## src/rtl/spq_pkg.sv

```systemverilog
// Shared types for the sorted priority queue: commands, status codes,
// cell operations and the entry and control records passed between cells.
// No dependencies.
`timescale 1ns / 1ps

package spq_pkg;

	localparam int TAG_W  = 32;
	localparam int PRIO_W = 32;
	localparam int CMD_W  = 2;
	localparam int STAT_W = 2;
	localparam int OUT_COUNT_W = 5;

	typedef enum logic [CMD_W-1:0] {
		CMD_INSERT = 2'd0,
		CMD_PEEK   = 2'd1,
		CMD_REMOVE = 2'd2,
		CMD_UPDATE = 2'd3
	} cmd_t;

	typedef enum logic [STAT_W-1:0] {
		STAT_OK        = 2'd0,
		STAT_EMPTY     = 2'd1,
		STAT_NOT_FOUND = 2'd2,
		STAT_FULL      = 2'd3
	} stat_t;

	typedef enum logic [1:0] {
		OP_HOLD   = 2'd0,
		OP_MATCH  = 2'd1,
		OP_REMOVE = 2'd2,
		OP_INSERT = 2'd3
	} cell_op_t;

	typedef struct packed {
		logic                     occ;
		logic [TAG_W-1:0]         tag;
		logic signed [PRIO_W-1:0] prio;
	} entry_t;

	typedef struct packed {
		cell_op_t                 op;
		logic [TAG_W-1:0]         tag;
		logic signed [PRIO_W-1:0] prio;
	} cell_ctrl_t;

endpackage

```

## src/rtl/spq_cell.sv

```systemverilog
// One slot of the sorted queue: holds an entry, compares it against the
// broadcast command and shifts with its neighbors. Depends on spq_pkg.
`timescale 1ns / 1ps

module spq_cell #(
	parameter int TW = 32
) (
	input  logic               clk,
	input  logic               arst_n,
	input  spq_pkg::cell_ctrl_t ctrl,
	input  spq_pkg::entry_t    left,
	input  logic               left_ge,
	input  spq_pkg::entry_t    right,
	input  logic               take_right,
	output spq_pkg::entry_t    ent,
	output logic               ge,
	output logic               match
);

	logic                               occ_q;
	logic                               match_q;
	logic [TW-1:0]                      tag_q;
	logic signed [spq_pkg::PRIO_W-1:0]  prio_q;

	// unoccupied slots count as "greater or equal" so the tail takes the new entry
	assign ge    = !occ_q || (prio_q >= ctrl.prio);
	assign match = match_q;
	assign ent   = '{occ: occ_q, tag: spq_pkg::TAG_W'(tag_q), prio: prio_q};

	always_ff @(posedge clk or negedge arst_n) begin
		if (!arst_n) begin
			occ_q   <= 1'b0;
			match_q <= 1'b0;
		end else begin
			case (ctrl.op)
				spq_pkg::OP_MATCH: begin
					match_q <= occ_q && (tag_q == ctrl.tag[TW-1:0]);
				end
				spq_pkg::OP_REMOVE: begin
					if (take_right) begin
						occ_q <= right.occ;
					end
				end
				spq_pkg::OP_INSERT: begin
					if (left_ge) begin
						occ_q <= left.occ;
					end else if (ge) begin
						occ_q <= 1'b1;
					end
				end
				default: begin
				end
			endcase
		end
	end

	always_ff @(posedge clk) begin
		case (ctrl.op)
			spq_pkg::OP_REMOVE: begin
				if (take_right) begin
					tag_q  <= right.tag[TW-1:0];
					prio_q <= right.prio;
				end
			end
			spq_pkg::OP_INSERT: begin
				if (left_ge) begin
					tag_q  <= left.tag[TW-1:0];
					prio_q <= left.prio;
				end else if (ge) begin
					tag_q  <= ctrl.tag[TW-1:0];
					prio_q <= ctrl.prio;
				end
			end
			default: begin
			end
		endcase
	end

endmodule

```

## src/rtl/spq_prefix.sv

```systemverilog
// Log-depth inclusive prefix OR over the cell match flags; marks every
// cell at or after the first match. No dependencies.
`timescale 1ns / 1ps

module spq_prefix #(
	parameter int N = 16
) (
	input  logic [N-1:0] bits,
	output logic [N-1:0] any_upto
);

	localparam int L = $clog2(N);

	logic [N-1:0] lvl [L+1];

	assign lvl[0]   = bits;
	assign any_upto = lvl[L];

	for (genvar k = 0; k < L; k++) begin : g_lvl
		for (genvar i = 0; i < N; i++) begin : g_bit
			if (i >= (1 << k)) begin : g_or
				assign lvl[k+1][i] = lvl[k][i] | lvl[k][i-(1<<k)];
			end else begin : g_pass
				assign lvl[k+1][i] = lvl[k][i];
			end
		end
	end

endmodule

```

## src/rtl/sorted_priority_queue.sv

```systemverilog
// Bounded min-priority queue kept sorted in a row of CAPACITY cells, slot 0
// being the head. One item is worked at a time. After the accepting edge, a
// peek goes straight to its report step, an insert does one compare-and-shift
// step across all cells, a remove a match step then a shift step, and an update
// match, shift and insert steps (insert skipped if the tag is not found). Remove
// or update on an empty queue goes straight to the report step. The next item
// is accepted at the earliest in the cycle after the result is loaded. The
// result register holds until taken while the next item is accepted and
// worked; that item then waits in its report step, with the input stalled,
// until the earlier result is taken.
// Depends on spq_pkg, spq_cell and spq_prefix.
`timescale 1ns / 1ps

module sorted_priority_queue #(
	parameter int CAPACITY = 16,
	parameter int TAG_BITS = 32
) (
	input  logic        clk,
	input  logic        arst_n,
	input  logic        s_tvalid,
	output logic        s_tready,
	// command[1:0], value_tag[33:2], priority_req[65:34], zero[71:66]
	input  logic [71:0] s_tdata,
	output logic        m_tvalid,
	input  logic        m_tready,
	// status[1:0], head_valid[2], head_tag[34:3], head_priority[66:35],
	// entry_count[71:67]
	output logic [71:0] m_tdata
);

	localparam int TW = (TAG_BITS < spq_pkg::TAG_W) ? TAG_BITS : spq_pkg::TAG_W;
	localparam int CW = $clog2(CAPACITY + 1);

	typedef enum logic [4:0] {
		ST_IDLE   = 5'b00001,
		ST_MATCH  = 5'b00010,
		ST_REMOVE = 5'b00100,
		ST_INSERT = 5'b01000,
		ST_REPORT = 5'b10000
	} state_t;

	state_t                             state_q;
	spq_pkg::cmd_t                      cmd_q;
	spq_pkg::stat_t                     stat_q;
	logic [spq_pkg::TAG_W-1:0]          tag_q;
	logic signed [spq_pkg::PRIO_W-1:0]  prio_q;
	logic [CW-1:0]                      count_q;
	logic                               m_valid_q;
	logic [71:0]                        m_data_q;

	spq_pkg::cell_ctrl_t ctrl;
	spq_pkg::entry_t     ent [CAPACITY];
	logic [CAPACITY-1:0] ge_v;
	logic [CAPACITY-1:0] match_v;
	logic [CAPACITY-1:0] pre_v;
	logic [CAPACITY-1:0] occ_v;
	logic                found;
	logic                full;
	logic                empty;
	logic                out_free;
	logic [CW+4:0]       count_ext;
	spq_pkg::cmd_t       in_cmd;

	assign s_tready  = (state_q == ST_IDLE);
	assign m_tvalid  = m_valid_q;
	assign m_tdata   = m_data_q;
	assign found     = pre_v[CAPACITY-1];
	assign full      = (count_q == CW'(CAPACITY));
	assign empty     = (count_q == '0);
	assign out_free  = !m_valid_q || m_tready;
	assign count_ext = {5'b0, count_q};
	assign in_cmd    = spq_pkg::cmd_t'(s_tdata[1:0]);

	always_comb begin
		ctrl.tag  = tag_q;
		ctrl.prio = prio_q;
		case (state_q)
			ST_MATCH:  ctrl.op = spq_pkg::OP_MATCH;
			ST_REMOVE: ctrl.op = spq_pkg::OP_REMOVE;
			ST_INSERT: ctrl.op = full ? spq_pkg::OP_HOLD : spq_pkg::OP_INSERT;
			default:   ctrl.op = spq_pkg::OP_HOLD;
		endcase
	end

	for (genvar i = 0; i < CAPACITY; i++) begin : g_cell
		spq_pkg::entry_t left_e;
		spq_pkg::entry_t right_e;
		logic            left_ge;

		if (i == 0) begin : g_first
			assign left_e  = '0;
			assign left_ge = 1'b0;
		end else begin : g_mid
			assign left_e  = ent[i-1];
			assign left_ge = ge_v[i-1];
		end

		if (i == CAPACITY - 1) begin : g_last
			assign right_e = '0;
		end else begin : g_inner
			assign right_e = ent[i+1];
		end

		spq_cell #(
			.TW(TW)
		) u_cell (
			.clk       (clk),
			.arst_n    (arst_n),
			.ctrl      (ctrl),
			.left      (left_e),
			.left_ge   (left_ge),
			.right     (right_e),
			.take_right(pre_v[i]),
			.ent       (ent[i]),
			.ge        (ge_v[i]),
			.match     (match_v[i])
		);

		assign occ_v[i] = ent[i].occ;
	end

	spq_prefix #(
		.N(CAPACITY)
	) u_prefix (
		.bits    (match_v),
		.any_upto(pre_v)
	);

	always_ff @(posedge clk or negedge arst_n) begin
		if (!arst_n) begin
			state_q   <= ST_IDLE;
			count_q   <= '0;
			m_valid_q <= 1'b0;
		end else begin
			if (state_q == ST_REPORT && out_free) begin
				m_valid_q <= 1'b1;
			end else if (m_tready) begin
				m_valid_q <= 1'b0;
			end
			case (state_q)
				ST_IDLE: begin
					if (s_tvalid) begin
						case (in_cmd)
							spq_pkg::CMD_INSERT: state_q <= ST_INSERT;
							spq_pkg::CMD_PEEK:   state_q <= ST_REPORT;
							default:             state_q <= empty ? ST_REPORT : ST_MATCH;
						endcase
					end
				end
				ST_MATCH: begin
					state_q <= ST_REMOVE;
				end
				ST_REMOVE: begin
					if (found) begin
						count_q <= count_q - 1'b1;
					end
					state_q <= (found && cmd_q == spq_pkg::CMD_UPDATE) ? ST_INSERT : ST_REPORT;
				end
				ST_INSERT: begin
					if (!full) begin
						count_q <= count_q + 1'b1;
					end
					state_q <= ST_REPORT;
				end
				ST_REPORT: begin
					if (out_free) begin
						state_q <= ST_IDLE;
					end
				end
				default: begin
					state_q <= ST_IDLE;
				end
			endcase
		end
	end

	always_ff @(posedge clk) begin
		case (state_q)
			ST_IDLE: begin
				if (s_tvalid) begin
					cmd_q  <= in_cmd;
					tag_q  <= s_tdata[33:2] & spq_pkg::TAG_W'({TW{1'b1}});
					prio_q <= s_tdata[65:34];
					stat_q <= (in_cmd != spq_pkg::CMD_INSERT && empty) ?
						spq_pkg::STAT_EMPTY : spq_pkg::STAT_OK;
				end
			end
			ST_REMOVE: begin
				if (!found) begin
					stat_q <= spq_pkg::STAT_NOT_FOUND;
				end
			end
			ST_INSERT: begin
				if (full) begin
					stat_q <= spq_pkg::STAT_FULL;
				end
			end
			ST_REPORT: begin
				if (out_free) begin
					m_data_q[1:0]   <= stat_q;
					m_data_q[2]     <= !empty;
					m_data_q[34:3]  <= empty ? '0 : ent[0].tag;
					m_data_q[66:35] <= empty ? '0 : ent[0].prio;
					m_data_q[71:67] <= count_ext[4:0];
				end
			end
			default: begin
			end
		endcase
	end

`ifndef NO_ASSERTIONS
	a_count_range: assert property (@(posedge clk) disable iff (!arst_n)
		count_q <= CW'(CAPACITY))
		else $error("entry count above capacity");

	a_occ_count: assert property (@(posedge clk) disable iff (!arst_n)
		$countones(occ_v) == int'(count_q))
		else $error("cell occupancy disagrees with entry count");

	a_head_order: assert property (@(posedge clk) disable iff (!arst_n)
		occ_v[1] |-> (occ_v[0] && ent[0].prio <= ent[1].prio))
		else $error("head pair out of order");

	a_remove_dec: assert property (@(posedge clk) disable iff (!arst_n)
		(state_q == ST_REMOVE && found) |=> count_q == $past(count_q) - 1'b1)
		else $error("removal did not shrink the queue");

	a_report_once: assert property (@(posedge clk) disable iff (!arst_n)
		(state_q == ST_REPORT && out_free) |=> (m_tvalid && state_q == ST_IDLE))
		else $error("result not presented after report");
`endif

endmodule

```

## config.mk

```make
export PLATFORM = sky130hd
export DESIGN_NAME = sorted_priority_queue
export DESIGN_NICKNAME = d
export VERILOG_FILES = /design/src/rtl/spq_pkg.sv /design/src/rtl/spq_cell.sv /design/src/rtl/spq_prefix.sv /design/src/rtl/sorted_priority_queue.sv
export SDC_FILE = /design/constraint.sdc
export NUM_CORES = 2
export LEC_CHECK = 0
export BUFFER_PORTS_ARGS = -buffer_cell sky130_fd_sc_hd__buf_2
export CORE_MARGIN = 2
export CORE_UTILIZATION = 55
export CTS_CLUSTER_DIAMETER = 120
export DETAILED_ROUTE_END_ITERATION = 10
export PLACE_DENSITY = 0.69
export SKIP_LAST_GASP = 1
export SYNTH_ARGS = -nofsm -noshare
export SYNTH_HDL_FRONTEND = slang
export SYNTH_SLANG_ARGS = --single-unit
```

## constraint.sdc

```tcl
create_clock -name clk -period 26.3 [get_ports clk]
set_input_delay 3.945 -clock clk [delete_from_list [all_inputs] [get_ports clk]]
set_output_delay 3.945 -clock clk [all_outputs]
set_load 0.05 [all_outputs]
```

==> flow_metrics.py <==
metrics = {
    "synthesis": {
        "synth_mux_area_frac": 0.01054,
        "synth_top_area_frac": 0.4531,
        "ys_ff_latch": 1207,
        "yosys.area.top_type": "edfxtp_1",
        "async_reset_ff_frac": 0.03563,
        "synthSimpleGateAreaFrac": 0.1655,
        "yosysWarningCount": 0,
        "synth_compound_area_frac": 0.1695,
        "syn_avg_cell_area_um2": 10.06,
        "synth_cell_types": 79,
        "synth-main-ff-cell": "edfxtp_1",
        "synth_fa_ha_area_frac": 0.08379,
        "synth_top_family_by_area": "compound AO/OA/AOI/OAI gates",
        "synth_fp_nets": 8261,
        "synth_edf_count": 1164,
        "syn-cell-area_mm2": 0.07714,
        "synth_area_leaders": "edfxtp_1 (45%), ha_1 (8.4%), xor2_1 (5.3%)",
        "synth_xor_area_frac": 0.05881,
        "synthCells": 7669,
        "seq_area_frac_synth": 0.4671,
    },
    "floorplanning": {
        "num_rows": 137,
        "die_y_um": 378.5,
        "dieArea_mm2": 0.1433,
        "initial_utilization": 0.5535,
        "core_mm2": 0.1394,
        "die_w_um": 378.5,
        "io_pins": 150,
    },
    "route": {
        "wl_per_cell_um": 29.91,
        "dr.pass1.iters": 9,
        "via_per_inst": 7.025,
        "routed-via-count": 66470,
        "drc": 0,
        "wl_mm": 283.0,
        "first_iter_violations": 11090,
        "ant_nets": 0,
    },
    "cells_and_area": {
        "syn2layout_area_growth_pct": 8.806,
        "stdcell_count": 9462,
        "final_layout_size_suffix_gt1_frac": 0.07522,
        "nNetsFinal": 8054,
        "design_area_mm2": 0.08393,
    },
    "outcome": {
        "status": "completed",
    },
    "place": {
        "postPlaceCellArea_mm2": 0.07928,
        "place.gp.congestion": 1.051,
        "place.detailed.hpwl_mm": 202.0,
        "io_buffers": 143,
        "place_inst": 9195,
    },
    "flow_run": {
        "maxCapViolCount": 0,
    },
    "setup_path": {
        "critPathSlowestCell": "nor4_1",
        "crit_buf_inv": 2,
        "critPathKind": "reg -> reg",
        "slowest_delay_ns": 0.91,
        "end_kind": "register",
        "cp-start-kind": "register",
        "critPathMaxFanout": 65,
        "crit_chain": "inv_1 > ha_1 > nand4_1 > nor4_1 > a21boi_0 > nand2b_4 > o21ai_0 > a31oi_4 > buf_4",
        "crit_arrival_ns": 7.25,
        "worstPathRequired_ns": 26.72,
        "cp_top_family": "simple AND/OR/NAND/NOR gates",
    },
    "global_routing": {
        "grt_pass1_wl_mm": 409.5,
        "track_usage": 0.3874,
        "grt_max_degree": 192,
        "globalRouteMet3Util": 0.1229,
        "grt_util_met1": 0.5379,
        "antenna_found_initial": 9,
        "gr-usage-met2": 0.5464,
        "grt_remaining_overflow": 0,
        "busiest_layer": "met2",
        "grt_pass1_vias": 61210,
    },
    "pwr": {
        "p_total_mw": 7.260,
        "power.density_mw_per_mm2": 86.50,
        "p_leak_nw": 31.01,
        "peakVddDrop_v": 0.00007162,
    },
    "clock_tree": {
        "post_cts_buffers": 0,
        "path_clk_slew_ns": 0.06,
        "hold_buffers": 0,
        "cts_tree": "yes",
        "htree_levels": 4,
        "clockBufferDepth": 3,
        "cts_resized": 0,
        "numCtsBuffers": 141,
        "clk_latency_ns": 0.83,
        "clock-sinks": 1207,
        "root_buffer": "clkbuf_16",
    },
    "sta": {
        "holdWs_ns": 0.4269,
        "max_slew_margin": 0.04031,
        "skew_ns": 0.03894,
        "final_max_slew_viol_count": 0,
        "tightest_slew_ns": 1.427,
        "period_share": 0.2598,
        "hold_viol_final": 0,
        "fmax_ghz": 0.1464,
        "fin_tns_setup_ns": 0,
        "setup_viol": 0,
        "rsz0062_at_grt": "false",
        "fin_crit_ns": 6.832,
    },
    "min_path": {
        "hold_path_class": "reg -> reg",
    },
}
==> state kept, by name (all words and copies together), names as in the netlist <==
| register | flops |
|---|---|
| cmd_q | 2 |
| m_tvalid | 1 |
| prio_q | 32 |
| tag_q | 32 |
| g_cell.u_cell.prio_q | 512 |
| m_tdata | 72 |
| stat_q | 2 |
| g_cell.u_cell.match | 16 |
| g_cell.u_cell.tag_q | 512 |
| state_q | 5 |
| g_cell.u_cell.occ_q | 16 |
| count_q | 5 |
==> worst paths after layout <==
path                            depth (start not counted)      start                            to  slack [ns]
worst max register to register                          9  prio_q[3]  g_cell[12].u_cell.prio_q[15]       19.47
worst min-delay path                                    0  stat_q[1]                    m_tdata[1]        0.43
max in group asynchronous                               2     arst_n                    count_q[3]       22.37
min in group asynchronous                               2     arst_n        g_cell[1].u_cell.match        3.32
worst max-delay path                                    9  prio_q[3]  g_cell[12].u_cell.prio_q[15]       19.47
worst min register to register                          0  stat_q[1]                    m_tdata[1]        0.43
==> logic make-up after synthesis <==
group                      Yosys count
adders and majority gates          516
and+or+nand+nor                   2653
AOI/OAI and AO/OA                 1834
muxes                               80
xor gates and xnor gates           518
DFF                               1207
buffers and inverters              861
==> per-stage QoR <==
| step | worst slack [ns] | util |
|---|---|---|
| 2_1_floorplan | 17.92 | - |
| 3_3_place_gp | 20.01 | 0.5689 |
| 3_5_place_dp | 19.93 | 0.5689 |
| 4_1_cts | 19.92 | 0.6021 |
| 5_1_grt | 19.46 | 0.6021 |
| 6_report | 19.47 | 0.6023 |
==> final cells by class <==
type	count	area, um2
timing repair buffer	295	1932
clock buffer	182	3802
sequential	1207	36030
antenna	8	20.02
clock inverter	77	828.3
multi-input combinational	5601	38160
fill	11550	55430
tap	1876	2347
inverter	216	810.8
==> cells in the final DEF (no fill, tap or decap), drive strengths merged, types with 51 or more instances in the layout <==
| cell | netlist | routed |
|---|---|---|
| edfxtp | 1164 | 1164 |
| nand2 | 1008 | 1008 |
| ha | 515 | 515 |
| nand3 | 506 | 506 |
| xor2 | 467 | 467 |
| o21ai | 402 | 402 |
| a21oi | 317 | 317 |
| buf | 229 | 295 |
| nor2 | 289 | 289 |
| a221o | 277 | 277 |
| o211ai | 270 | 270 |
| inv | 216 | 218 |
| nand4 | 205 | 205 |
| clkbuf | 416 | 182 |
| and2 | 138 | 138 |
| nor4 | 134 | 134 |
| or3 | 133 | 133 |
| o2111ai | 131 | 131 |
| o221ai | 130 | 130 |
| and3 | 122 | 122 |
| a31oi | 90 | 90 |
| mux2i | 79 | 79 |
| o31a | 69 | 69 |
| clkinv | 0 | 60 |
| xnor2 | 51 | 51 |
==> cell usage after synthesis (131+ instances only) <==
library cell	number
a21oi_1	315
nand4_1	205
nand3_1	506
clkbuf_1	416
o211ai_1	270
inv_1	216
edfxtp_1	1164
a221o_1	277
nand2_1	1008
o2111ai_1	131
o21ai_0	364
nor4_1	134
and2_1	138
nor2_1	288
buf_2	136
ha_1	515
or3_1	133
xor2_1	467
==> worst register-to-register path, delay by kind of cell (launching register included) <==
kind,cells,cell delay [ns]
adder cells (fa/ha/maj),1,0.50
flip-flops,1,0.80
AND/OR/NAND/NOR,3,1.99
buffers and inverters,2,1.34
AO/OA/AOI/OAI,3,1.78
==> per-layer routing <==
layer | wire [um] | vias up | share of wire
li1 | - | 28860 | -
met1 | 109000 | 32040 | 0.39
met2 | 117500 | 4882 | 0.42
met3 | 41490 | 687 | 0.15
met4 | 14880 | 4 | 0.053
met5 | 129 | - | 0.00046
==> power by group <==
part	switching (mW)	internal (mW)
combinational	1.89	0.712
sequential	0.217	2.44
clock	0.879	1.13
total	2.98	4.28
No activity file was read; power rests on OpenSTA's default activity.
